--- src/rtl/adlb_pkg.sv ---
// Shared types and character constants for the ASCII decimal to display bridge.
`default_nettype none
package adlb_pkg;

    // Most result beats one received character can cause
    localparam int MAX_RESULTS = 6;
    localparam int RES_CNT_W   = 3;

    // ASCII codes the bridge reacts to or sends
    localparam logic [7:0] CH_CR      = 8'h0D;
    localparam logic [7:0] CH_DATA    = 8'h64;
    localparam logic [7:0] CH_CMD     = 8'h63;
    localparam logic [7:0] CH_TAKEN   = 8'h74;
    localparam logic [7:0] CH_REFUSED = 8'h6E;
    localparam logic [7:0] CH_ZERO    = 8'h30;
    localparam logic [7:0] CH_NINE    = 8'h39;

    // Result kind codes
    localparam logic KIND_SERIAL  = 1'b0;
    localparam logic KIND_DISPLAY = 1'b1;

    // Display write modes
    localparam logic MODE_CMD  = 1'b0;
    localparam logic MODE_DATA = 1'b1;

    typedef struct packed {
        logic       kind;
        logic [7:0] data_byte;
        logic       mode;
        logic       last;
    } entry_t;

    typedef entry_t [MAX_RESULTS-1:0] entry_list_t;

endpackage
`default_nettype wire

--- src/rtl/adlb_decode.sv ---
// Character decoder: next digit state and the list of result beats for one byte.
`default_nettype none
module adlb_decode #(
    parameter int NUM_DIGITS = 3
) (
    input  logic [7:0]                  rx_byte,
    input  logic [1:0]                  digit_count,
    input  logic [NUM_DIGITS-1:0][3:0]  digit_store,
    input  logic                        data_mode,
    output logic [1:0]                  digit_count_next,
    output logic [NUM_DIGITS-1:0][3:0]  digit_store_next,
    output logic                        data_mode_next,
    output adlb_pkg::entry_list_t       list,
    output logic [adlb_pkg::RES_CNT_W-1:0] list_len
);
    import adlb_pkg::*;

    always_comb
    begin
        logic [7:0]           mode_letter;
        logic [9:0]           value;
        logic [RES_CNT_W-1:0] idx;

        digit_count_next = digit_count;
        digit_store_next = digit_store;
        data_mode_next   = data_mode;
        list             = '0;
        idx              = '0;
        value            = '0;
        mode_letter      = data_mode ? CH_DATA : CH_CMD;

        if (rx_byte == CH_CR)
        begin
            digit_store_next = '0;
            digit_count_next = 2'd0;
            list[0] = '{KIND_SERIAL, CH_CR, MODE_CMD, 1'b0};
            list[1] = '{KIND_SERIAL, mode_letter, MODE_CMD, 1'b0};
            idx     = 3'd2;
        end
        else if (rx_byte == CH_DATA)
        begin
            data_mode_next = MODE_DATA;
        end
        else if (rx_byte == CH_CMD)
        begin
            data_mode_next = MODE_CMD;
        end
        else if (rx_byte >= CH_ZERO && rx_byte <= CH_NINE)
        begin
            // store and echo while there is room
            if (digit_count < 2'(NUM_DIGITS))
            begin
                for (int i = 0; i < NUM_DIGITS; i++)
                begin
                    if (digit_count == 2'(i))
                    begin
                        digit_store_next[i] = 4'(rx_byte - CH_ZERO);
                    end
                end
                digit_count_next = 2'(digit_count + 2'd1);
                list[idx] = '{KIND_SERIAL, rx_byte, MODE_CMD, 1'b0};
                idx       = 3'(idx + 3'd1);
            end
            // full: convert the held digits, most significant first
            if (digit_count_next >= 2'(NUM_DIGITS))
            begin
                for (int i = 0; i < NUM_DIGITS; i++)
                begin
                    value = 10'((value << 3) + (value << 1)) + {6'd0, digit_store_next[i]};
                end
                if (value < 10'd256)
                begin
                    list[idx] = '{KIND_SERIAL, CH_TAKEN, MODE_CMD, 1'b0};
                    idx       = 3'(idx + 3'd1);
                    list[idx] = '{KIND_SERIAL, value[7:0], MODE_CMD, 1'b0};
                    idx       = 3'(idx + 3'd1);
                    list[idx] = '{KIND_DISPLAY, value[7:0], data_mode, 1'b0};
                    idx       = 3'(idx + 3'd1);
                end
                else
                begin
                    list[idx] = '{KIND_SERIAL, CH_REFUSED, MODE_CMD, 1'b0};
                    idx       = 3'(idx + 3'd1);
                end
                list[idx] = '{KIND_SERIAL, CH_CR, MODE_CMD, 1'b0};
                idx       = 3'(idx + 3'd1);
                list[idx] = '{KIND_SERIAL, mode_letter, MODE_CMD, 1'b0};
                idx       = 3'(idx + 3'd1);
                digit_count_next = 2'd0;
            end
        end

        if (idx != '0)
        begin
            list[3'(idx - 3'd1)].last = 1'b1;
        end
        list_len = idx;
    end

endmodule
`default_nettype wire

--- src/rtl/ascii_decimal_to_lcd_bridge_core.sv ---
// Top level of the ASCII decimal to display bridge: stream ports, digit state, result queue.
`default_nettype none
// Received serial characters arrive one per slave beat. A carriage return
// clears the digit store and answers CR plus the mode letter ('c' or 'd');
// 'c' and 'd' switch between command and data mode silently; digits '0'..'9'
// are stored and echoed. When NUM_DIGITS digits are held the value is
// formed: below 256 the bridge sends 't', the value, and one display write in
// the current mode, otherwise 'n'; then CR and the mode letter. After reset
// the digit count reads full, so the first digit before any CR triggers a
// conversion of zeros instead of being stored. Every other byte is dropped.
// Timing: a character is decoded in the cycle it is accepted and its results
// are loaded into a six-entry output queue; the queue drives one result beat
// per cycle from a register while the master side is ready. A character with
// results (at most 6) holds the slave side until its last result beat is
// taken, and a character with no result leaves the slave side ready. The next
// character is accepted in the same cycle that the last result beat of the
// previous one is taken, so the slave side waits until the final queued
// beat is taken, and any stall on the master side delays the next character.
module ascii_decimal_to_lcd_bridge_core #(
    parameter int NUM_DIGITS = 3
) (
    input  logic       clk,
    input  logic       rst_n,
    input  logic       s_tvalid,
    output logic       s_tready,
    input  logic [7:0] s_tdata,   // [7:0] rx_byte
    output logic       m_tvalid,
    input  logic       m_tready,
    output logic [7:0] m_tdata,   // [7:0] out_byte
    output logic [1:0] m_tuser,   // [0] out_kind, [1] display_data_mode
    output logic       m_tlast    // last result of this character
);
    import adlb_pkg::*;

    // digit state
    logic [1:0]                 digit_count_reg, digit_count_next;
    logic [NUM_DIGITS-1:0][3:0] digit_store_reg, digit_store_next;
    logic                       data_mode_reg, data_mode_next;

    // result queue: entry 0 is the beat on the master side
    entry_list_t                res_reg, res_next;
    logic [RES_CNT_W-1:0]       res_cnt_reg, res_cnt_next;

    entry_list_t                dec_list;
    logic [RES_CNT_W-1:0]       dec_len;
    logic                       in_beat, out_beat;

    adlb_decode #(
        .NUM_DIGITS (NUM_DIGITS)
    ) u_decode (
        .rx_byte          (s_tdata),
        .digit_count      (digit_count_reg),
        .digit_store      (digit_store_reg),
        .data_mode        (data_mode_reg),
        .digit_count_next (digit_count_next),
        .digit_store_next (digit_store_next),
        .data_mode_next   (data_mode_next),
        .list             (dec_list),
        .list_len         (dec_len)
    );

    // take a new character when the queue is empty or its final beat leaves now
    assign s_tready = (res_cnt_reg == '0) || (res_cnt_reg == 3'd1 && m_tready);
    assign in_beat  = s_tvalid && s_tready;
    assign out_beat = m_tvalid && m_tready;

    assign m_tvalid = (res_cnt_reg != '0);
    assign m_tdata  = res_reg[0].data_byte;
    assign m_tuser  = {res_reg[0].mode, res_reg[0].kind};
    assign m_tlast  = res_reg[0].last;

    // load the fresh list on a new character, otherwise advance on a taken beat
    always_comb
    begin
        res_next     = res_reg;
        res_cnt_next = res_cnt_reg;
        if (in_beat)
        begin
            res_next     = dec_list;
            res_cnt_next = dec_len;
        end
        else if (out_beat)
        begin
            for (int i = 0; i < MAX_RESULTS - 1; i++)
            begin
                res_next[i] = res_reg[i+1];
            end
            res_cnt_next = 3'(res_cnt_reg - 3'd1);
        end
    end

    always_ff @(posedge clk or negedge rst_n)
    begin
        if (!rst_n)
        begin
            digit_count_reg <= 2'(NUM_DIGITS);
            digit_store_reg <= '0;
            data_mode_reg   <= MODE_CMD;
            res_cnt_reg     <= '0;
        end
        else
        begin
            res_cnt_reg <= res_cnt_next;
            if (in_beat)
            begin
                digit_count_reg <= digit_count_next;
                digit_store_reg <= digit_store_next;
                data_mode_reg   <= data_mode_next;
            end
        end
    end

    // payload: no reset needed
    always_ff @(posedge clk)
    begin
        res_reg <= res_next;
    end

`ifndef SYNTHESIS
    a_count_range: assert property (@(posedge clk) disable iff (!rst_n)
        digit_count_reg <= 2'(NUM_DIGITS))
        else $error("digit count beyond digit store");

    a_queue_range: assert property (@(posedge clk) disable iff (!rst_n)
        res_cnt_reg <= 3'(MAX_RESULTS))
        else $error("result queue overfilled");

    a_last_marks_end: assert property (@(posedge clk) disable iff (!rst_n)
        m_tvalid |-> (m_tlast == (res_cnt_reg == 3'd1)))
        else $error("tlast does not mark the final queued beat");

    a_serial_mode_zero: assert property (@(posedge clk) disable iff (!rst_n)
        (m_tvalid && m_tuser[0] == KIND_SERIAL) |-> (m_tuser[1] == MODE_CMD))
        else $error("serial beat carries a display mode");
`endif

endmodule
`default_nettype wire
--- config.mk ---
export PLATFORM = sky130hd
export DESIGN_NAME = ascii_decimal_to_lcd_bridge_core
export DESIGN_NICKNAME = d
export VERILOG_FILES = /design/src/rtl/adlb_pkg.sv /design/src/rtl/adlb_decode.sv /design/src/rtl/ascii_decimal_to_lcd_bridge_core.sv
export SDC_FILE = /design/constraint.sdc
export NUM_CORES = 1
export LEC_CHECK = 0
export BUFFER_PORTS_ARGS = -buffer_cell sky130_fd_sc_hd__buf_2
export CORE_MARGIN = 3
export CORE_UTILIZATION = 60
export CTS_CLUSTER_DIAMETER = 150
export CTS_CLUSTER_SIZE = 12
export DETAILED_ROUTE_END_ITERATION = 6
export PLACE_DENSITY = 0.83
export SYNTH_ARGS = -nofsm -noshare
export SYNTH_HDL_FRONTEND = slang
export SYNTH_HIERARCHICAL = 1
export SYNTH_SLANG_ARGS = --single-unit
--- constraint.sdc ---
create_clock -name clk -period 6.48 [get_ports clk]
set_input_delay 0 -clock clk [delete_from_list [all_inputs] [get_ports clk]]
set_output_delay 0 -clock clk [all_outputs]
set_load 0.005 [all_outputs]
### Word level (Yosys, flattened, before mapping)

Cells that the tools add are included.

* register bits after elaboration: 84
* latch bits: 0
* memory bits (writable): 0
* ROM bits: 0
* input bits: 12
* output and inout bits: 13
* word-level logic and storage cells: 177
* memories: 0

* $add $sub $neg: 13
* multipliers: 0
* divide/modulo/power cells: 0
* magnitude comparators: 17
* equality and inequality tests: 8
* shift operators: 0
* mux-type cells: 79
* bitwise logic cells: 10
* reduce and logical (&&, ||, !) cells: 20

Operators with widths (count)
* $mux 66: 11
* $bwmux 66: 4
* $demux 11 s3: 6
* $mux 55: 2
* $mux 12: 9
* $mux 11: 9
* $mux 3: 18
* $and 48x48->48: 1
* $not 48->48: 1
* $mux 44: 1
* $and 7x42->42: 1
* $not 42->42: 1
* $and 6x36->36: 1
* $not 36->36: 1
* $or 5x30->30: 1
* $lt 3x4->1 const B: 6
* $or 4x24->24: 1
* $mux 22: 1
* $mux 2: 10
* $ge 3x1->1 const B: 6
* $or 18x18->18: 1
* $eq 8x7->1 const B: 2
* $add 3x1->3 const B: 5
* $mux 4: 3
* other kinds (28): 45

### Logic depth before layout (Yosys ltp)

* depth after elaboration: 33
* depth in mapped cells: 28
* gate-level depth less buffers: 26

### Cells and area by module

Netlist, hierarchy kept.

By module, submodules not included
* ascii_decimal_to_lcd_bridge_core: times used 1, cells each 196, area each 3533.4 um2, sequential area each 2434.8 um2
* adlb_decode: times used 1, cells each 320, area each 2067.0 um2, sequential area each 0.0 um2

### Worst setup path before layout

No wires, ideal clock.

* path type: flip-flop to flip-flop
* from: reg digit_count_reg[1]
* to: reg res_reg[11] in the netlist's numbering, data pin
* library setup time: 260 ps
* data arrival time: 5657 ps
* data required time: 6220 ps
* slack: 563 ps
* stages on the path, launching flop included: 27
* path buffers: 3
* period minus slack after synthesis: 5917 ps
* cells stage by stage: dfstp_2 -> or2_1 -> buf_6 -> mux2_2 -> ha_1 -> ha_1 -> fa_1 -> a21o_1 -> a21oi_1 -> xnor2_1 -> ha_1 -> ha_1 -> or3b_2 -> o211ai_1 -> a311oi_1 -> o21ai_0 -> mux2i_4 -> buf_2 -> ha_1 -> nor2_1 -> nor2_1 -> ha_1 -> clkbuf_1 -> nor2_1 -> a32oi_1 -> nor2b_1 -> mux2_2

RTL lines
* start: declaration: RTL line ascii_decimal_to_lcd_bridge_core.sv:36 `logic [1:0] digit_count_reg, digit_count_next;`
* start signal: assignment: RTL line ascii_decimal_to_lcd_bridge_core.sv:96 `digit_count_reg <= 2'(NUM_DIGITS);`
* start signal: assignment: RTL line ascii_decimal_to_lcd_bridge_core.sv:106 `digit_count_reg <= digit_count_next;`
* end signal: assignment: RTL line ascii_decimal_to_lcd_bridge_core.sv:116 `res_reg <= res_next;`
* end: declaration: RTL line ascii_decimal_to_lcd_bridge_core.sv:41 `entry_list_t res_reg, res_next;`

==> results.sh <==
export IMPL_die_h_um=102.6
export IMPL_ys_warnings_count=6
export IMPL_fp_coreArea_um2=8891
export IMPL_syn_to_final_growth_pct=4.491
export IMPL_gr_total_overflow=0
export IMPL_grtUsageTotal_pct=22.95
export IMPL_clkSinkCount=84
export IMPL_whs_endpoint="res_cnt_reg[1]"
export IMPL_dominantRegCellSynth="edfxtp_1"
export IMPL_drc=0
export IMPL_diodes=0
export IMPL_fin_cells=633
export IMPL_ys_seq_area_share_pct=43.48
export IMPL_path_buf_inv=1
export IMPL_multi_input_area_um2=2789
export IMPL_totalWireLength_um=11520
export IMPL_die_w_um=102.6
export IMPL_finalNetCount=566
export IMPL_hold_path_class="primary input to register"
export IMPL_yosys_top_cells_area="edfxtp_1 (35%), mux2_2 (15%), dfrtp_1 (7.1%)"
export IMPL_met2_usage_pct=38.38
export IMPL_dr_total_vias=3878
export IMPL_r2r_start="digit_count_reg[1]"
export IMPL_rr_endpoint="res_reg[11]"
export IMPL_dp_hpwl_um=7752
export IMPL_fillCellCount=675
export IMPL_relSlewSlack_pct=27.94
export IMPL_crit_chain="inv_1 > nand2_1 > mux2_2 > ha_1 > ha_1 > fa_1 > a21o_1 > a21oi_1 > xnor2_1 > ha_1 > ha_1 > or3b_2 > o211ai_1 > a311oi_2 > o21ai_0 > mux2i_4 > ha_1 > nor2_1 > nor2_1 > ha_2 > nor2_1 > a32oi_1 > nor2b_1 > mux2_2"
export IMPL_slowest_delay_ns=0.61
export IMPL_final_layout_size_suffix_gt1_share_pct=26.10
export IMPL_hold_start="s_tvalid"
export IMPL_dp_cells=615
export IMPL_wl_per_cell_um=18.20
export IMPL_cp_end_kind="register"
export IMPL_grt_max_degree=86
export IMPL_postRouteAntennaNets=0
export IMPL_synth_cell_types=59
export IMPL_dieArea_um2=10530
export IMPL_clock_root_buffer="clkbuf_8"
export IMPL_crit_fanout=9
export IMPL_slew_viol_final=0
export IMPL_min_period_ns=6.164
export IMPL_grt_busiest_layer="met2"
export IMPL_cap_violations=0
export IMPL_cts_buffers=9
export IMPL_gp_congestion=0.8760
export IMPL_met3_usage_pct=4.127
export IMPL_path_delay_family="adder cells"
export IMPL_crit_arrival_ns=6.28
export IMPL_r2r_setup_slack_ns=0.32
export IMPL_clk_pin_slew_ns=0.09
export IMPL_finalCritPeriodShare_pct=95.12
export IMPL_row_count=34
export IMPL_crit_type="register to register"
export IMPL_numPortBuffers=24
export IMPL_vias_per_cell=6.126
export IMPL_drt_iter0_markers=226
export IMPL_synth_edf_count=66
export IMPL_min_path_cells=4
export IMPL_critPathRequiredTime_ns=6.59
export IMPL_crit_top_cell="ha_1"
export IMPL_setup_violations_final=0
export IMPL_netlist_top_cell_by_area="edfxtp_1"
export IMPL_synth_seq_cells=84
export IMPL_largest_reg_flops=55
export IMPL_max_freq_mhz=162.2
export IMPL_grtUsageMet1_pct=29.67
export IMPL_drt_pass1_iterations=5
export IMPL_avgSynthCellArea_um2=10.85
export IMPL_worstSetupStartpointType="register"
export IMPL_antenna_found_initial=0
export IMPL_ff2ff_path_depth=24
export IMPL_crit_slowest_cell="dfstp_2"
export IMPL_fin_skew_ns=0.01348
export IMPL_worstMarginPinSlew_ns=1.081
export IMPL_grt_pass1_vias=3798
export IMPL_synth_area_um2=5600
export IMPL_async_reset_ff_share_pct=21.43
export IMPL_hold_viol=0
export IMPL_cts_buffer_depth=2
export IMPL_htreeDepth=3
export IMPL_clk_latency_ns=0.35
export IMPL_yosys_area_top_type_share_pct=35.39
export IMPL_cts_tree="done"
export IMPL_status="finished clean"
export IMPL_pin_count=25
export IMPL_start_util_pct=62.99
export IMPL_grt_pass1_wl_um=18820
export IMPL_synth_cells=516
export IMPL_seqCellArea_um2=2435
==> how the worst max path moves through the flow <==
stage / start / to / slack (ns) / cells past startpoint
after global placement: digit_count_reg[1] / res_reg[11] / 0.57 / 22
after global routing: digit_count_reg[1] / res_reg[11] / -0.005 / 24
after floorplan: digit_count_reg[1] / res_reg[11] / 0.56 / 26
after CTS: digit_count_reg[1] / res_reg[33] / 0.26 / 23
final: digit_count_reg[1] / res_reg[11] / 0.32 / 24
after detailed placement: digit_count_reg[1] / res_reg[33] / 0.25 / 23
==> cell type report <==
class                      count  share of cell area, %
clock buffer                  11                  2.245
clock inverter                 5                  1.026
inverter                      29                  1.860
multi-input combinational    363                  47.66
sequential                    84                  41.61
tap                          108                  2.309
timing repair buffer          33                  3.293
==> worst reg2reg max path: stages (launching register included) <==
cell	delay (ns)
dfstp_2	0.61
inv_1	0.11
nand2_1	0.21
mux2_2	0.38
ha_1	0.30
ha_1	0.24
fa_1	0.41
a21o_1	0.19
a21oi_1	0.17
xnor2_1	0.14
ha_1	0.26
ha_1	0.34
or3b_2	0.47
o211ai_1	0.12
a311oi_2	0.08
o21ai_0	0.17
mux2i_4	0.16
ha_1	0.36
nor2_1	0.06
nor2_1	0.24
ha_2	0.32
nor2_1	0.06
a32oi_1	0.21
nor2b_1	0.08
mux2_2	0.26
==> cell families after synthesis <==
| logic type | Yosys count | share of synthesized area (%) |
|---|---|---|
| AOI/OAI and AO/OA | 75 | 8.802 |
| xor gates and xnor gates | 9 | 1.408 |
| adders and majority gates | 34 | 8.132 |
| buffers and inverters | 81 | 8.132 |
| DFF | 84 | 43.48 |
| muxes | 89 | 17.90 |
| other | 1 | 0.06696 |
| and+or+nand+nor | 143 | 12.09 |
==> cell usage in the layout, fill, tap and decap left out, types with 3 or more instances in the layout <==
cell	n
nor3_1	14
dfrtp_1	16
nand2_1	28
o211ai_1	4
a211oi_1	9
o21a_1	3
xor2_1	3
inv_1	26
a21oi_1	15
nand3_1	8
and3_1	8
o22ai_1	3
nor2_1	56
mux2_2	75
nand2b_1	5
o31ai_1	3
xnor2_1	6
mux2i_2	3
o21ai_0	15
fa_1	4
mux2i_1	9
conb_1	13
nor4_1	3
buf_2	24
clkbuf_8	9
edfxtp_1	66
nor2b_1	7
ha_1	29
a21o_1	3
a31oi_1	4
buf_4	7
==> metal layers <==
metal | wire, um | share of wire [%]
met5 | 0 | 0
met4 | 185 | 1.6
met3 | 690 | 6.0
met2 | 5727 | 50
met1 | 4916 | 43
==> Yosys cell counts (all sizes together) (4+ instances only) <==
cell type / n
a211oi: 9
a21oi: 16
a31oi: 4
and3: 8
buf: 38
clkbuf: 14
dfrtp: 16
edfxtp: 66
fa: 4
ha: 30
inv: 28
mux2: 76
mux2i: 13
nand2: 28
nand2b: 5
nand3: 8
nor2: 56
nor2b: 7
nor3: 14
o211ai: 4
o21ai: 17
xnor2: 6
==> through the flow <==
| stage | setup slack, ns | instance area, um2 | utilization [%] | hold slack (ns) | setup TNS, ns |
|---|---|---|---|---|---|
| final | 0.3165 | 5852 | 65.82 | 0.09862 | 0 |
| after floorplan | 0.5631 | 5645 | - | -0.2956 | 0 |
| after global placement | 0.5724 | 5613 | 63.13 | -0.02427 | 0 |
| after CTS | 0.2573 | 5824 | 65.51 | 0.09786 | 0 |
| after global routing | -0.005322 | 5852 | 65.82 | 0.1665 | -0.005322 |
| after detailed placement | 0.2528 | 5613 | 63.13 | -0.02041 | 0 |
==> timing repair <==
action	in CTS	in global routing
hold buffers	2	0
resized for setup	0	8
setup buffers	0	0
endpoints found under the setup margin	0	16
hold endpoints to repair	19	0
Power is left out: the tool's default activity adds up to more than one toggle a clock period on the data nets, which glitch-free logic cannot reach.
